**src/design/crtc_pkg.sv**
```systemverilog
// Shared types, register numbers and decode helpers for the CRT controller register file.
package crtc_pkg;

    localparam int unsigned NUM_TIMING = 9;
    localparam int unsigned SLOT_W = $clog2(NUM_TIMING);

    typedef enum logic [1:0] {
        CMD_WR_INDEX = 2'd0,
        CMD_RD_INDEX = 2'd1,
        CMD_WR_DATA  = 2'd2,
        CMD_RD_DATA  = 2'd3
    } cmd_t;

    localparam logic [7:0] REG_MAX_SCAN     = 8'd9;
    localparam logic [7:0] REG_CURSOR_START = 8'd10;
    localparam logic [7:0] REG_CURSOR_END   = 8'd11;
    localparam logic [7:0] REG_START_HI     = 8'd12;
    localparam logic [7:0] REG_START_LO     = 8'd13;
    localparam logic [7:0] REG_CURSOR_HI    = 8'd14;
    localparam logic [7:0] REG_CURSOR_LO    = 8'd15;

    localparam logic [7:0] ILLEGAL_READ = 8'hFF;
    localparam logic [1:0] CURSOR_OFF_CODE = 2'b01;

    // controller to datapath
    typedef struct packed {
        logic load;
    } dp_cmd_t;

    function automatic logic is_timing(input logic [7:0] idx);
        return (idx <= 8'd7) || (idx == REG_MAX_SCAN);
    endfunction

    function automatic logic [SLOT_W-1:0] timing_slot(input logic [7:0] idx);
        logic [SLOT_W-1:0] slot;
        slot = (idx == REG_MAX_SCAN) ? SLOT_W'(NUM_TIMING - 1) : idx[SLOT_W-1:0];
        return slot;
    endfunction

    function automatic logic is_geometry(input logic [7:0] idx);
        return (idx == 8'd0) || (idx == 8'd1) || (idx == 8'd4) || (idx == 8'd5)
            || (idx == 8'd6) || (idx == REG_MAX_SCAN);
    endfunction

endpackage

```
**src/design/crtc_ctrl.sv**
```systemverilog
// Handshake controller: tracks whether the output register holds an unclaimed item.
module crtc_ctrl
(
    input  logic               clk,
    input  logic               rst_n,
    input  logic               s_tvalid,
    output logic               s_tready,
    output logic               m_tvalid,
    input  logic               m_tready,
    output crtc_pkg::dp_cmd_t  dp_cmd
);

    typedef enum logic [1:0] {
        ST_EMPTY = 2'b01,
        ST_FULL  = 2'b10
    } state_t;

    state_t state_reg, state_next;
    logic   accept;

    assign s_tready      = (state_reg == ST_EMPTY) || m_tready;
    assign m_tvalid      = (state_reg == ST_FULL);
    assign accept        = s_tvalid && s_tready;
    assign dp_cmd.load   = accept;

    always_comb
    begin
        state_next = state_reg;
        case (state_reg)
            ST_EMPTY:
            begin
                if (accept)
                begin
                    state_next = ST_FULL;
                end
            end
            ST_FULL:
            begin
                if (m_tready && !accept)
                begin
                    state_next = ST_EMPTY;
                end
            end
            default:
            begin
                state_next = ST_EMPTY;
            end
        endcase
    end

    always_ff @(posedge clk or negedge rst_n)
    begin
        if (!rst_n)
        begin
            state_reg <= ST_EMPTY;
        end
        else
        begin
            state_reg <= state_next;
        end
    end

`ifndef SYNTHESIS
    a_load_gives_result: assert property (@(posedge clk) disable iff (!rst_n)
        accept |=> m_tvalid)
        else $error("accepted item produced no result");

    a_no_overwrite: assert property (@(posedge clk) disable iff (!rst_n)
        (m_tvalid && !m_tready) |-> !dp_cmd.load)
        else $error("pending result overwritten");

    a_drain: assert property (@(posedge clk) disable iff (!rst_n)
        (m_tvalid && m_tready && !s_tvalid) |=> !m_tvalid)
        else $error("result repeated after being taken");
`endif

endmodule

```
**src/design/crtc_dpath.sv**
```systemverilog
// Register bank, read mux and output register of the CRT controller register file.
module crtc_dpath
(
    input  logic               clk,
    input  logic               rst_n,
    input  crtc_pkg::dp_cmd_t  dp_cmd,
    input  logic [1:0]         cmd,
    input  logic [7:0]         write_data,
    output logic [7:0]         read_data,
    output logic               resize_request,
    output logic               illegal_index,
    output logic [15:0]        display_start_out,
    output logic [15:0]        cursor_address_out,
    output logic [4:0]         cursor_first_line,
    output logic [4:0]         cursor_last_line,
    output logic               cursor_on
);

    logic [7:0]  index_reg, index_next;
    logic [7:0]  timing_reg [crtc_pkg::NUM_TIMING];
    logic [15:0] start_reg, start_next;
    logic [15:0] cursor_reg, cursor_next;
    logic [4:0]  cur_first_reg, cur_first_next;
    logic [4:0]  cur_last_reg, cur_last_next;
    logic        cur_on_reg, cur_on_next;
    logic [7:0]  rd_reg, rd_next;
    logic        resize_reg, resize_next;
    logic        illegal_reg, illegal_next;
    logic        timing_wr;

    logic                        sel_timing;
    logic [crtc_pkg::SLOT_W-1:0] slot;
    logic [7:0]                  timing_rd;
    crtc_pkg::cmd_t              op;

    assign op         = crtc_pkg::cmd_t'(cmd);
    assign sel_timing = crtc_pkg::is_timing(index_reg);
    assign slot       = crtc_pkg::timing_slot(index_reg);
    assign timing_rd  = timing_reg[slot];

    always_comb
    begin
        index_next     = index_reg;
        start_next     = start_reg;
        cursor_next    = cursor_reg;
        cur_first_next = cur_first_reg;
        cur_last_next  = cur_last_reg;
        cur_on_next    = cur_on_reg;
        rd_next        = 8'h00;
        resize_next    = 1'b0;
        illegal_next   = 1'b0;
        timing_wr      = 1'b0;
        case (op)
            crtc_pkg::CMD_WR_INDEX:
            begin
                index_next = write_data;
            end
            crtc_pkg::CMD_RD_INDEX:
            begin
                rd_next = index_reg;
            end
            crtc_pkg::CMD_WR_DATA:
            begin
                if (sel_timing)
                begin
                    timing_wr   = 1'b1;
                    resize_next = crtc_pkg::is_geometry(index_reg) && (timing_rd != write_data);
                end
                else
                begin
                    case (index_reg)
                        crtc_pkg::REG_CURSOR_START:
                        begin
                            cur_first_next = write_data[4:0];
                            cur_on_next    = (write_data[6:5] != crtc_pkg::CURSOR_OFF_CODE);
                        end
                        crtc_pkg::REG_CURSOR_END: cur_last_next      = write_data[4:0];
                        crtc_pkg::REG_START_HI:   start_next[15:8]  = write_data;
                        crtc_pkg::REG_START_LO:   start_next[7:0]   = write_data;
                        crtc_pkg::REG_CURSOR_HI:  cursor_next[15:8] = write_data;
                        crtc_pkg::REG_CURSOR_LO:  cursor_next[7:0]  = write_data;
                        default:                  illegal_next      = 1'b1;
                    endcase
                end
            end
            crtc_pkg::CMD_RD_DATA:
            begin
                if (sel_timing)
                begin
                    rd_next = timing_rd;
                end
                else
                begin
                    case (index_reg)
                        crtc_pkg::REG_START_HI:  rd_next = start_reg[15:8];
                        crtc_pkg::REG_START_LO:  rd_next = start_reg[7:0];
                        crtc_pkg::REG_CURSOR_HI: rd_next = cursor_reg[15:8];
                        crtc_pkg::REG_CURSOR_LO: rd_next = cursor_reg[7:0];
                        default:
                        begin
                            rd_next      = crtc_pkg::ILLEGAL_READ;
                            illegal_next = 1'b1;
                        end
                    endcase
                end
            end
            default:
            begin
                rd_next = 8'h00;
            end
        endcase
    end

    always_ff @(posedge clk or negedge rst_n)
    begin
        if (!rst_n)
        begin
            index_reg     <= '0;
            start_reg     <= '0;
            cursor_reg    <= '0;
            cur_first_reg <= '0;
            cur_last_reg  <= '0;
            cur_on_reg    <= 1'b0;
            for (int i = 0; i < int'(crtc_pkg::NUM_TIMING); i++)
            begin
                timing_reg[i] <= '0;
            end
        end
        else if (dp_cmd.load)
        begin
            index_reg     <= index_next;
            start_reg     <= start_next;
            cursor_reg    <= cursor_next;
            cur_first_reg <= cur_first_next;
            cur_last_reg  <= cur_last_next;
            cur_on_reg    <= cur_on_next;
            if (timing_wr)
            begin
                timing_reg[slot] <= write_data;
            end
        end
    end

    // result fields, no reset needed
    always_ff @(posedge clk)
    begin
        if (dp_cmd.load)
        begin
            rd_reg      <= rd_next;
            resize_reg  <= resize_next;
            illegal_reg <= illegal_next;
        end
    end

    assign read_data          = rd_reg;
    assign resize_request     = resize_reg;
    assign illegal_index      = illegal_reg;
    assign display_start_out  = start_reg;
    assign cursor_address_out = cursor_reg;
    assign cursor_first_line  = cur_first_reg;
    assign cursor_last_line   = cur_last_reg;
    assign cursor_on          = cur_on_reg;

`ifndef SYNTHESIS
    a_index_write: assert property (@(posedge clk) disable iff (!rst_n)
        (dp_cmd.load && op == crtc_pkg::CMD_WR_INDEX) |=> index_reg == $past(write_data))
        else $error("index register not updated");

    a_flags_exclusive: assert property (@(posedge clk) disable iff (!rst_n)
        dp_cmd.load |=> !(resize_reg && illegal_reg))
        else $error("resize and illegal flagged together");

    a_index_access_clean: assert property (@(posedge clk) disable iff (!rst_n)
        (dp_cmd.load && (op == crtc_pkg::CMD_WR_INDEX || op == crtc_pkg::CMD_RD_INDEX))
        |=> (!resize_reg && !illegal_reg))
        else $error("flag raised on index access");
`endif

endmodule

```
**src/design/crtc_index_data_register_file.sv**
```systemverilog
// Top level of the CRT controller index/data register file.
// Takes one bus access per item (index write, index read, data write, data read) and
// returns one result item for each. An item may be accepted every clock cycle unless a
// result is pending while m_tready is low; the result appears from the output register in
// the cycle after acceptance and carries the read byte, the resize and illegal-index flags,
// and the display start, cursor address and cursor shape as they stand after the access.
// One output register; a new item is taken in the same cycle the pending result is taken.
module crtc_index_data_register_file
(
    input  logic        clk,
    input  logic        rst_n,
    input  logic        s_tvalid,
    output logic        s_tready,
    input  logic [7:0]  s_tdata,   // [7:0] write_data
    input  logic [1:0]  s_tuser,   // [1:0] cmd
    output logic        m_tvalid,
    input  logic        m_tready,
    // [7:0] read_data, [8] resize_request, [9] illegal_index, [25:10] display_start_out,
    // [41:26] cursor_address_out, [46:42] cursor_first_line, [51:47] cursor_last_line,
    // [52] cursor_on, [55:53] zero
    output logic [55:0] m_tdata
);

    crtc_pkg::dp_cmd_t dp_cmd;

    logic [7:0]  read_data;
    logic        resize_request;
    logic        illegal_index;
    logic [15:0] display_start_out;
    logic [15:0] cursor_address_out;
    logic [4:0]  cursor_first_line;
    logic [4:0]  cursor_last_line;
    logic        cursor_on;

    crtc_ctrl u_ctrl
    (
        .clk      (clk),
        .rst_n    (rst_n),
        .s_tvalid (s_tvalid),
        .s_tready (s_tready),
        .m_tvalid (m_tvalid),
        .m_tready (m_tready),
        .dp_cmd   (dp_cmd)
    );

    crtc_dpath u_dpath
    (
        .clk                (clk),
        .rst_n              (rst_n),
        .dp_cmd             (dp_cmd),
        .cmd                (s_tuser),
        .write_data         (s_tdata),
        .read_data          (read_data),
        .resize_request     (resize_request),
        .illegal_index      (illegal_index),
        .display_start_out  (display_start_out),
        .cursor_address_out (cursor_address_out),
        .cursor_first_line  (cursor_first_line),
        .cursor_last_line   (cursor_last_line),
        .cursor_on          (cursor_on)
    );

    assign m_tdata = {3'b000, cursor_on, cursor_last_line, cursor_first_line,
                      cursor_address_out, display_start_out, illegal_index,
                      resize_request, read_data};

endmodule

```
**config.mk**
```make
export PLATFORM = sky130hd
export DESIGN_NAME = crtc_index_data_register_file
export DESIGN_NICKNAME = d
export VERILOG_FILES = /design/src/design/crtc_pkg.sv /design/src/design/crtc_ctrl.sv /design/src/design/crtc_dpath.sv /design/src/design/crtc_index_data_register_file.sv
export SDC_FILE = /design/constraint.sdc
export NUM_CORES = 1
export LEC_CHECK = 0
export ABC_AREA = 1
export BUFFER_PORTS_ARGS = -buffer_cell sky130_fd_sc_hd__clkbuf_2
export CAP_MARGIN = 0
export CORE_MARGIN = 10
export CORE_UTILIZATION = 25
export DETAILED_ROUTE_END_ITERATION = 10
export PLACE_DENSITY = 0.5
export SYNTH_ARGS = -nofsm -noshare
export SYNTH_HDL_FRONTEND = slang
export SYNTH_SLANG_ARGS = --single-unit
```
**constraint.sdc**
```tcl
create_clock -name clk -period 5.8 [get_ports clk]
set_clock_uncertainty 0.1 [all_clocks]
set_input_delay 0 -clock clk [delete_from_list [all_inputs] [get_ports clk]]
set_output_delay 0 -clock clk [all_outputs]
set_load 0.01 [all_outputs]
```
=== Word-level counts from Yosys, hierarchy flattened ===
Index checks and enable logic that the tools add are counted.

* Register bits after elaboration: 135
* Logic and storage cells: 92
* Input bits: 14

* Bitwise gates (word level): 2
* Multiplexer cells: 20
* Reduce and logical (&&, ||, !) cells: 26
* Eq/ne operators: 20
* Magnitude comparators: 3

{| class="wikitable"
|+ Operators with widths
! kind !! count
|-
| 72-bit bitwise mux || 1
|-
| 8-bit by 4-bit == test with 1-bit output (second input constant) || 7
|-
| 8-bit binary-select mux with 4-bit select || 1
|-
| 8-bit demux with 4-bit select || 1
|-
| 8-bit 2-to-1 mux || 4
|-
| 8-bit case mux with 4 select lines || 1
|-
| 8-bit by 3-bit == test with 1-bit output (second input constant) || 3
|-
| 4-bit AND reduction || 6
|-
| 8-bit case mux with 2 select lines || 1
|-
| 8-bit by 1-bit == test with 1-bit output (second input constant) || 1
|-
| 8-bit by 3-bit <= comparator with 1-bit output (second input constant) || 1
|-
| 8-bit zero test || 1
|-
| 8-bit != test || 1
|-
| 2-bit AND reduction || 4
|-
| 1-bit logical OR || 7
|-
| 2-bit == test (second input constant) || 3
|-
| 1-bit 2-to-1 mux || 6
|-
| 2-bit by 1-bit != test with 1-bit output (second input constant) || 3
|-
| 6-bit OR reduction || 1
|-
| 5-bit greater-or-equal comparator (second input constant) || 1
|-
| 5-bit by 1-bit < comparator with 1-bit output (second input constant) || 1
|-
| 4-bit NOT with 5-bit output || 1
|-
| 2-bit by 1-bit == test with 1-bit output (second input constant) || 2
|-
| 1-bit logical AND || 4
|-
| other kinds (8) || 9
|}

=== Longest topological paths before layout ===
Gate-level depths: netlist of run 1.

* Depth in word-level cells: 8
* Depth in mapped cells: 18
* Gate-level depth less buffers: 17

=== Modules after synthesis ===
From an unflattened synthesis of run 1, not the netlist that was laid out.

* Cell total of the unflattened synthesis: 775
* Area, all modules: 6412.4 µm²

{| class="wikitable"
|+ Modules (own cells, without submodules)
! module !! sequential area each (µm²) !! area each (µm²) !! instances !! cells each
|-
| crtc_dpath || 3378.2 || 6252.2 || 1 || 753
|-
| crtc_ctrl || 51.3 || 111.4 || 1 || 15
|-
| crtc_index_data_register_file || 0.0 || 48.8 || 1 || 7
|}

=== Least setup slack after synthesis of run 1 ===
OpenSTA, ideal clock, no wires.

* Path type: flip-flop to flip-flop
* Start point: register u_dpath.index_reg[1]
* End point: register u_dpath.resize_reg (netlist: u_dpath.resize_request) (data pin)
* Data required time: 5.448 ns
* Arrival: 1.766 ns
* Path buffers: 2
* Cell stages (with the launch flop): 19
* Period minus slack after synthesis: 2.117 ns
* Path slack: 3.683 ns
* Setup time: 0.252 ns
* Path through: dfrtp_1 -> buf_2 -> inv_1 -> nand2_2 -> nor2_2 -> nand2_2 -> nand2_2 -> buf_6 -> nand2_1 -> nand2_1 -> nand2_1 -> nor2_1 -> nand2_1 -> nand2_1 -> nand2_1 -> nor2_1 -> nand2_1 -> nor2_1 -> nor2_1

* Longest elaborated chain between the ends: 8

{| class="wikitable"
|+ RTL lines
! element !! RTL line !! RTL
|-
| start, declared || crtc_dpath.sv:19 || <nowiki>logic [7:0] index_reg, index_next;</nowiki>
|-
| start signal, assigned || crtc_dpath.sv:131 || <nowiki>index_reg <= index_next;</nowiki>
|-
| 8-bit by 4-bit == test with 1-bit output || crtc_pkg.sv:31, crtc_pkg.sv:36, crtc_pkg.sv:42 ||
|-
| 4-bit 2-to-1 mux || crtc_pkg.sv:36 || <nowiki>slot = (idx == REG_MAX_SCAN) ? SLOT_W'(NUM_TIMING - 1) : idx[SLOT_W-1:0];</nowiki>
|-
| 4-bit NOT with 5-bit output (implied by the code) || crtc_dpath.sv:39 || <nowiki>assign timing_rd = timing_reg[slot];</nowiki>
|-
| 8-bit binary-select mux with 4-bit select || crtc_dpath.sv:39 ||
|-
| 8-bit 2-to-1 mux (implied by the code) (2 in a row) || crtc_dpath.sv:39 ||
|-
| 8-bit != test || crtc_dpath.sv:67 || <nowiki>resize_next = crtc_pkg::is_geometry(index_reg) && (timing_rd != write_data);</nowiki>
|-
| 1-bit logical AND || crtc_dpath.sv:67 ||
|-
| end signal, assigned || crtc_dpath.sv:150 || <nowiki>resize_reg <= resize_next;</nowiki>
|-
| end, declared || crtc_dpath.sv:27 || <nowiki>logic resize_reg, resize_next;</nowiki>
|}

Several ways; a longest one is shown, not always the timed one. The select of a mux whose other input is x is not followed.
A chain may end at the register's enable or synchronous reset.

=== Worst setup path after layout of run 1 ===
Ends and elaborated chain as after synthesis.

==> out/metrics.yaml, run 1 <==
antenna_found_initial: 0
routabilityCongestion: 0.871
layout-drive-gt1-share_pct: 15.2
leakage_uw: 0.00353
initial_core_util_pct: 25.4
finalSetupViolCount: 0
outcome: "finished, final reports clean"
via_per_inst: 4.63
drt_iter0_markers: 379
final_common_cell: "nand2_1"
die_h_microns: 180
cts.clk_slew.worst_paths_ps: 60
path_cells: "inv_1, nand2_2, clkinv_1, nand3b_1, nand2_1, o21ai_0, nand2_1, nand2_1, nand2_1, nor2_1, nand2_1, nor2_1, nor2_1"
fmax_mhz: 340
io-pin-count: 72
numPortBuffers: 68
detailed_place_hpwl_microns: 14000
ir_drop_uv: 174
fp.dieW_microns: 180
slew_headroom_pct: 25.6
row_count: 58
clk_latency_ps: 430
grt-ovfl-total: 0
syn_avg_cell_area_sq_um: 8.39
dp_cells: 1126
critPathLaunchType: "flop"
vias: 5386
wirelength_microns: 20200
path_max_fanout: 18
post_cts_resized: 0
h-tree-depth: 4
maxSlewViolCount: 0
powerDensity_nw_per_um2: 428
ys_warn_count: 0
critPathArrivalTime_ps: 3020
grt_pass1_vias: 5241
hold_viol_final: 0
grtUsageTotal_pct: 12.6
cts_buffers: 17
fin_cells: 1163
ys_types: 29
fin_setup_tns_ps: 0
die_area_sq_um: 32500
worstSetupEndpointType: "flop"
synth_seq_cells: 135
rsz0062_at_grt: "false"
cts_num_sinks: 135
mostFrequentLayoutCells: "231 x nand2_1, 124 x dfrtp_1, 72 x o21ai_1"
nNetsFinal: 834
n_antenna_cell: 0
cts-root-buf: "clkbuf_16"
dr.pass1.iters: 5
crit_top_cell: "nand2_1"
finalCriticalPeriod_ps: 2940
synthToLayoutAreaGrowth_pct: 19.6
clock_path_buffers: 2
maxCapViolCount: 0
largest_register_ffs: 72
grt_max_degree: 65
num-fill-cells: 2738
core_sq_um: 25300
tightest_slew_ps: 1110
critPathMaxStageDelay_ps: 520
crit_required_ps: 5880
seq_area_frac_synth_pct: 53.4
grt_pass1_wl_microns: 32100
finalCritPeriodShare_pct: 50.7
cts_setup_buffers: 0
netlist_instances: 765
ant_nets: 0
tritoncts: "built"
critPathSlowestCell: "clkinv_1"
hold_class: "primary input to flop"
worstSetupPathType: "flop to flop"
netlist_area_sq_um: 6420
routedWlPerCell_microns: 17.3
drc: 0
cts_hold_buf: 5
[logic make-up after synthesis]
kind of cell / Yosys count / synth area share, %
buf+inv: 112 / 7.41
compound gates: 179 / 14.8
flops: 135 / 53.4
other cells: 1 / 0.0584
simple gates: 338 / 24.3
[synthesized netlist by cell type]
master	count	area share, %
buf_4	8	0.94
nor2_2	2	0.19
nor2_8	1	0.31
a221oi_1	8	1.1
inv_1	68	4.0
clkinv_1	2	0.12
o21ai_2	1	0.14
nor3_1	6	0.47
o21ai_1	72	5.6
o22ai_1	15	1.5
a21oi_1	18	1.4
nand3_4	10	2.7
dfrtp_1	124	48
clkbuf_1	16	0.94
buf_6	1	0.18
o21ai_0	65	5.1
edfxtp_1	10	4.7
nand3b_1	12	1.4
nand2_2	5	0.49
buf_2	14	1.1
or2_2	1	0.098
conb_1	1	0.058
nor2_1	32	1.9
buf_1	1	0.058
inv_2	2	0.12
dfstp_2	1	0.41
nand2_1	231	14
nand3_1	35	2.7
nor2_4	3	0.53
[report_power, final]
| part | leakage, uW | internal (uW) | total (uW) | switching [uW] |
|---|---|---|---|---|
| clock | 0.000314 | 726 | 1180 | 452 |
| combinational | 0.00140 | 269 | 889 | 620 |
| sequential | 0.00181 | 1100 | 1220 | 115 |
| total | 0.00353 | 2100 | 3290 | 1190 |
[final timing paths]
kind | start | end | slack, ps | depth (start not counted)
setup / recovery | u_dpath.index_reg[1]$_DFFE_PN0P_ | u_dpath.resize_request$_SDFFCE_PP0P_ | 2860 | 13
hold / removal | s_tdata[3] | u_dpath.resize_request$_SDFFCE_PP0P_ | 30 | 7
setup reg to reg | u_dpath.index_reg[1]$_DFFE_PN0P_ | u_dpath.resize_request$_SDFFCE_PP0P_ | 2860 | 13
hold reg to reg | u_dpath.timing_reg[56]$_DFFE_PN0P_ | u_dpath.timing_reg[56]$_DFFE_PN0P_ | 380 | 2
max in group asynchronous | rst_n | u_dpath.timing_reg[28]$_DFFE_PN0P_ | 4130 | 3
min in group asynchronous | rst_n | u_dpath.cursor_address_out[9]$_DFFE_PN0P_ | 120 | 2
[routing by layer]
metal  global-route usage (%)  share of wire [%]  vias to the layer above
li1                         -                  -                     2611
met1                     18.0                 50                     2613
met2                     18.2                 43                      150
met3                     3.11                6.2                       12
met4                     3.77                1.1                        0
met5                        0                  0                        -
[worst max-delay path: cells and delay by family (launching register included)]
kind	cells	cell delay (ps)
simple gates	10	1070
flops	1	480
buf+inv	2	650
compound gates	1	390
[per-stage QoR]
step | total power (uW) | setup slack (ps) | cell area, sq um | util [%] | hold WS, ps
3_5_place_dp | 2110 | 2890 | 6980 | 27.7 | 55.3
5_1_grt | 3490 | 2580 | 7680 | 30.4 | 40.1
2_1_floorplan | 1830 | 3680 | 6430 | - | -396
4_1_cts | 3310 | 2880 | 7680 | 30.4 | 7.61
3_3_place_gp | 2110 | 2940 | 6980 | 27.7 | 63.8
6_report | 3290 | 2860 | 7680 | 30.4 | 33.3
[final cells by class]
cell class              count  area [sq um]  area share (%)
clock buffers              19           464            6.04
clock inverters            13           181            2.36
inverters                  72           270            3.52
multi-input cells         520          2520            32.8
flip-flops and latches    135          3430            44.7
well taps                 330           413            5.38
repair buffers             74           400            5.21
No activity file was read; power rests on OpenSTA's default activity.
==> run 2: changes to the inputs <==
clock period = 2.91 ns   (was 5.8 ns; I/O delays follow)
==> run 2 against run 1 <==
  * Flip-flop and latch count did not move
  * Via count down 0.22%
  * First-iteration DRC count rose by 26%
  * Register-to-register slack got worse by 2500 ps
  * Core utilization increased by 0.68 points
  * Final cell count grew 1.8%
  * Combinational power up 110%
  * Largest cell class unchanged
  * Largest power group unchanged
  * Highest routed layer unchanged
==> out/metrics.yaml, run 2 (same netlist as run 1, synthesis figures left out) <==
path_cells: "buf_4, nand2_1, inv_1, nand2_1, a221oi_1, nand3_1, nand3_1, o21ai_0"  # was inv_1, nand2_2, clkinv_1, nand3b_1, nand2_1, o21ai_0, nand2_1, nand2_1, nand2_1, nor2_1, nand2_1, nor2_1, nor2_1
powerDensity_nw_per_um2: 839  # was 428 nW/um^2
tightest_slew_ps: 850  # was 1110 ps
clock_path_buffers: 2  # unchanged
cts_num_sinks: 135  # unchanged
grt_pass1_vias: 5324  # was 5241
worst_slack_ps: 317  # was 2860 ps
hp-start: "s_tdata[4]"  # was s_tdata[3]
finalCritPeriodShare_pct: 89.1  # was 50.7%
fp.dieW_microns: 180  # unchanged
fin_area_sq_um: 7850  # was 7680 sq um
detailed_place_hpwl_microns: 14400  # was 14000 microns
n_antenna_cell: 0  # unchanged
grtUsageTotal_pct: 12.5  # was 12.6%
h-tree-depth: 4  # unchanged
die_area_sq_um: 32500  # unchanged
dr.pass1.iters: 7  # was 5
final_common_cell: "nand2_1"  # unchanged
rsz0062_at_grt: "false"  # unchanged
numPortBuffers: 68  # unchanged
routedWlPerCell_microns: 17.0  # was 17.3 microns
fin_cells: 1184  # was 1163
synthToLayoutAreaGrowth_pct: 22.3  # was 19.6%
maxCapViolCount: 0  # unchanged
cp_num_buf_inv: 2  # unchanged
reg2regPathDepth: 8  # was 13
nNetsFinal: 857  # was 834
critical_path.endpoint: "u_dpath.read_data[7]$_SDFFCE_PN0P_"  # was u_dpath.resize_request$_SDFFCE_PP0P_
via_per_inst: 4.54  # was 4.63
clk_latency_ps: 430  # about the same
leakage_uw: 0.00363  # was 0.00353 uW
cts-root-buf: "clkbuf_16"  # unchanged
cts.clk_slew.worst_paths_ps: 60  # about the same
slew_headroom_pct: 43.3  # was 25.6%
ir_drop_uv: 343  # was 174 uV
post_cts_resized: 0  # unchanged
critPathSlowestCell: "a221oi_1"  # was clkinv_1
wirelength_microns: 20100  # was 20200 microns
row_count: 58  # unchanged
crit_required_ps: 2970  # was 5880 ps
worstSetupEndpointType: "flop"  # unchanged
finalSetupViolCount: 0  # unchanged
multi_input_area_sq_um: 2520  # unchanged
fmax_mhz: 386  # was 340 MHz
grt_pass1_wl_microns: 32000  # was 32100 microns
dp_cells: 1146  # was 1126
routabilityCongestion: 0.848  # was 0.871
fin_setup_tns_ps: 0  # unchanged
mostFrequentLayoutCells: "231 x nand2_1, 124 x dfrtp_1, 72 x o21ai_1"  # unchanged
grt-ovfl-total: 0  # unchanged
num-fill-cells: 2718  # was 2738
grt_max_degree: 54  # was 65
critPathArrivalTime_ps: 2660  # was 3020 ps
critPathMaxStageDelay_ps: 530  # was 520 ps
path_max_fanout: 12  # was 18
maxSlewViolCount: 0  # unchanged
tritoncts: "built"  # unchanged
layout-drive-gt1-share_pct: 17.0  # was 15.2%
die_h_microns: 180  # unchanged
largest_register_ffs: 72  # unchanged
critical_path.top_delay_family: "simple AND/OR/NAND/NOR gates"  # unchanged
io-pin-count: 72  # unchanged
r2r-start: "u_dpath.index_reg[3]$_DFFE_PN0P_"  # was u_dpath.index_reg[1]$_DFFE_PN0P_
antenna_found_initial: 0  # unchanged
critPathLaunchType: "flop"  # unchanged
holdWs_ps: 12.3  # was 33.3 ps
r2r_slack_ps: 320  # was 2860 ps
vias: 5374  # was 5386
finalCriticalPeriod_ps: 2590  # was 2940 ps
hold_class: "primary input to flop"  # unchanged
initial_core_util_pct: 25.4  # unchanged
worstSetupPathType: "flop to flop"  # unchanged
ant_nets: 0  # unchanged
core_sq_um: 25300  # unchanged
dp_slack_ps: 383  # was 2890 ps
hold_viol_final: 0  # unchanged
placed_area_sq_um: 7150  # was 6980 sq um
outcome: "finished, final reports clean"  # unchanged
cts_hold_buf: 8  # was 5
worst_r2r_endpoint: "u_dpath.read_data[7]$_SDFFCE_PN0P_"  # was u_dpath.resize_request$_SDFFCE_PP0P_
cp.depth: 8  # was 13
cts_buffers: 17  # unchanged
cp-startpoint: "u_dpath.index_reg[3]$_DFFE_PN0P_"  # was u_dpath.index_reg[1]$_DFFE_PN0P_
cts_setup_buffers: 0  # unchanged
drt_iter0_markers: 478  # was 379
seqCellArea_sq_um: 3430  # unchanged
drc: 0  # unchanged
==> run 2: cell types whose count changed in the layout (fill, tap and decap cells not counted), sizes merged <==
cell / delta
buf: +20
clkinv: -1
clkinvlp: +1
inv: -3
dlygate4sd3: +3
bufinv: +1
==> run 2: cell type report <==
| type | count | share of cell area, % |
|---|---|---|
| clock inverter | 11 | 2.20 |
| sequential | 135 | 43.7 |
| tap | 330 | 5.26 |
| clock buffer | 19 | 5.77 |
| multi-input combinational | 520 | 32.1 |
| inverter | 72 | 3.44 |
| timing repair buffer | 97 | 7.55 |
==> run 2: worst min-delay path by stage <==
stage,endpoint,depth (start not counted)
CTS,u_dpath.resize_request$_SDFFCE_PP0P_,7
detailed placement,u_dpath.cursor_address_out[12]$_DFFE_PN0P_,1
finish,u_dpath.resize_request$_SDFFCE_PP0P_,7
global route,u_dpath.illegal_index$_SDFFCE_PN0P_,3
global placement,u_dpath.cursor_address_out[12]$_DFFE_PN0P_,1
floorplan,u_ctrl.state_reg[1]$_DFFE_PN0P_,0
==> run 2: through the flow <==
step                total power, uW  utilization, %
floorplan                      3650               -
global route                   7010            31.1
CTS                            6630            31.1
global placement               4270            28.3
finish                         6590            31.1
detailed placement             4270            28.3
==> run 2: where the power goes <==
group	switching, uW	internal [uW]	leakage (uW)
clock network	849	1470	0.000302
registers	200	2200	0.00181
logic	1250	619	0.00152
==> run 2: worst register-to-register path, stage by stage (launching register included) <==
cell and delay [ps]:
dfrtp_1 520, buf_4 240, nand2_1 130, inv_1 80
nand2_1 260, a221oi_1 530, nand3_1 200, nand3_1 170
o21ai_0 100
==> run 2: per-layer routing <==
layer	GRT usage (%)	wire length (microns)	vias up	part of all wire, %
met5	0	0	-	0
met4	3.87	357	0	1.8
met3	3.63	1110	27	5.5
met2	17.4	8330	137	41
met1	17.9	10300	2562	51
li1	-	-	2648	-
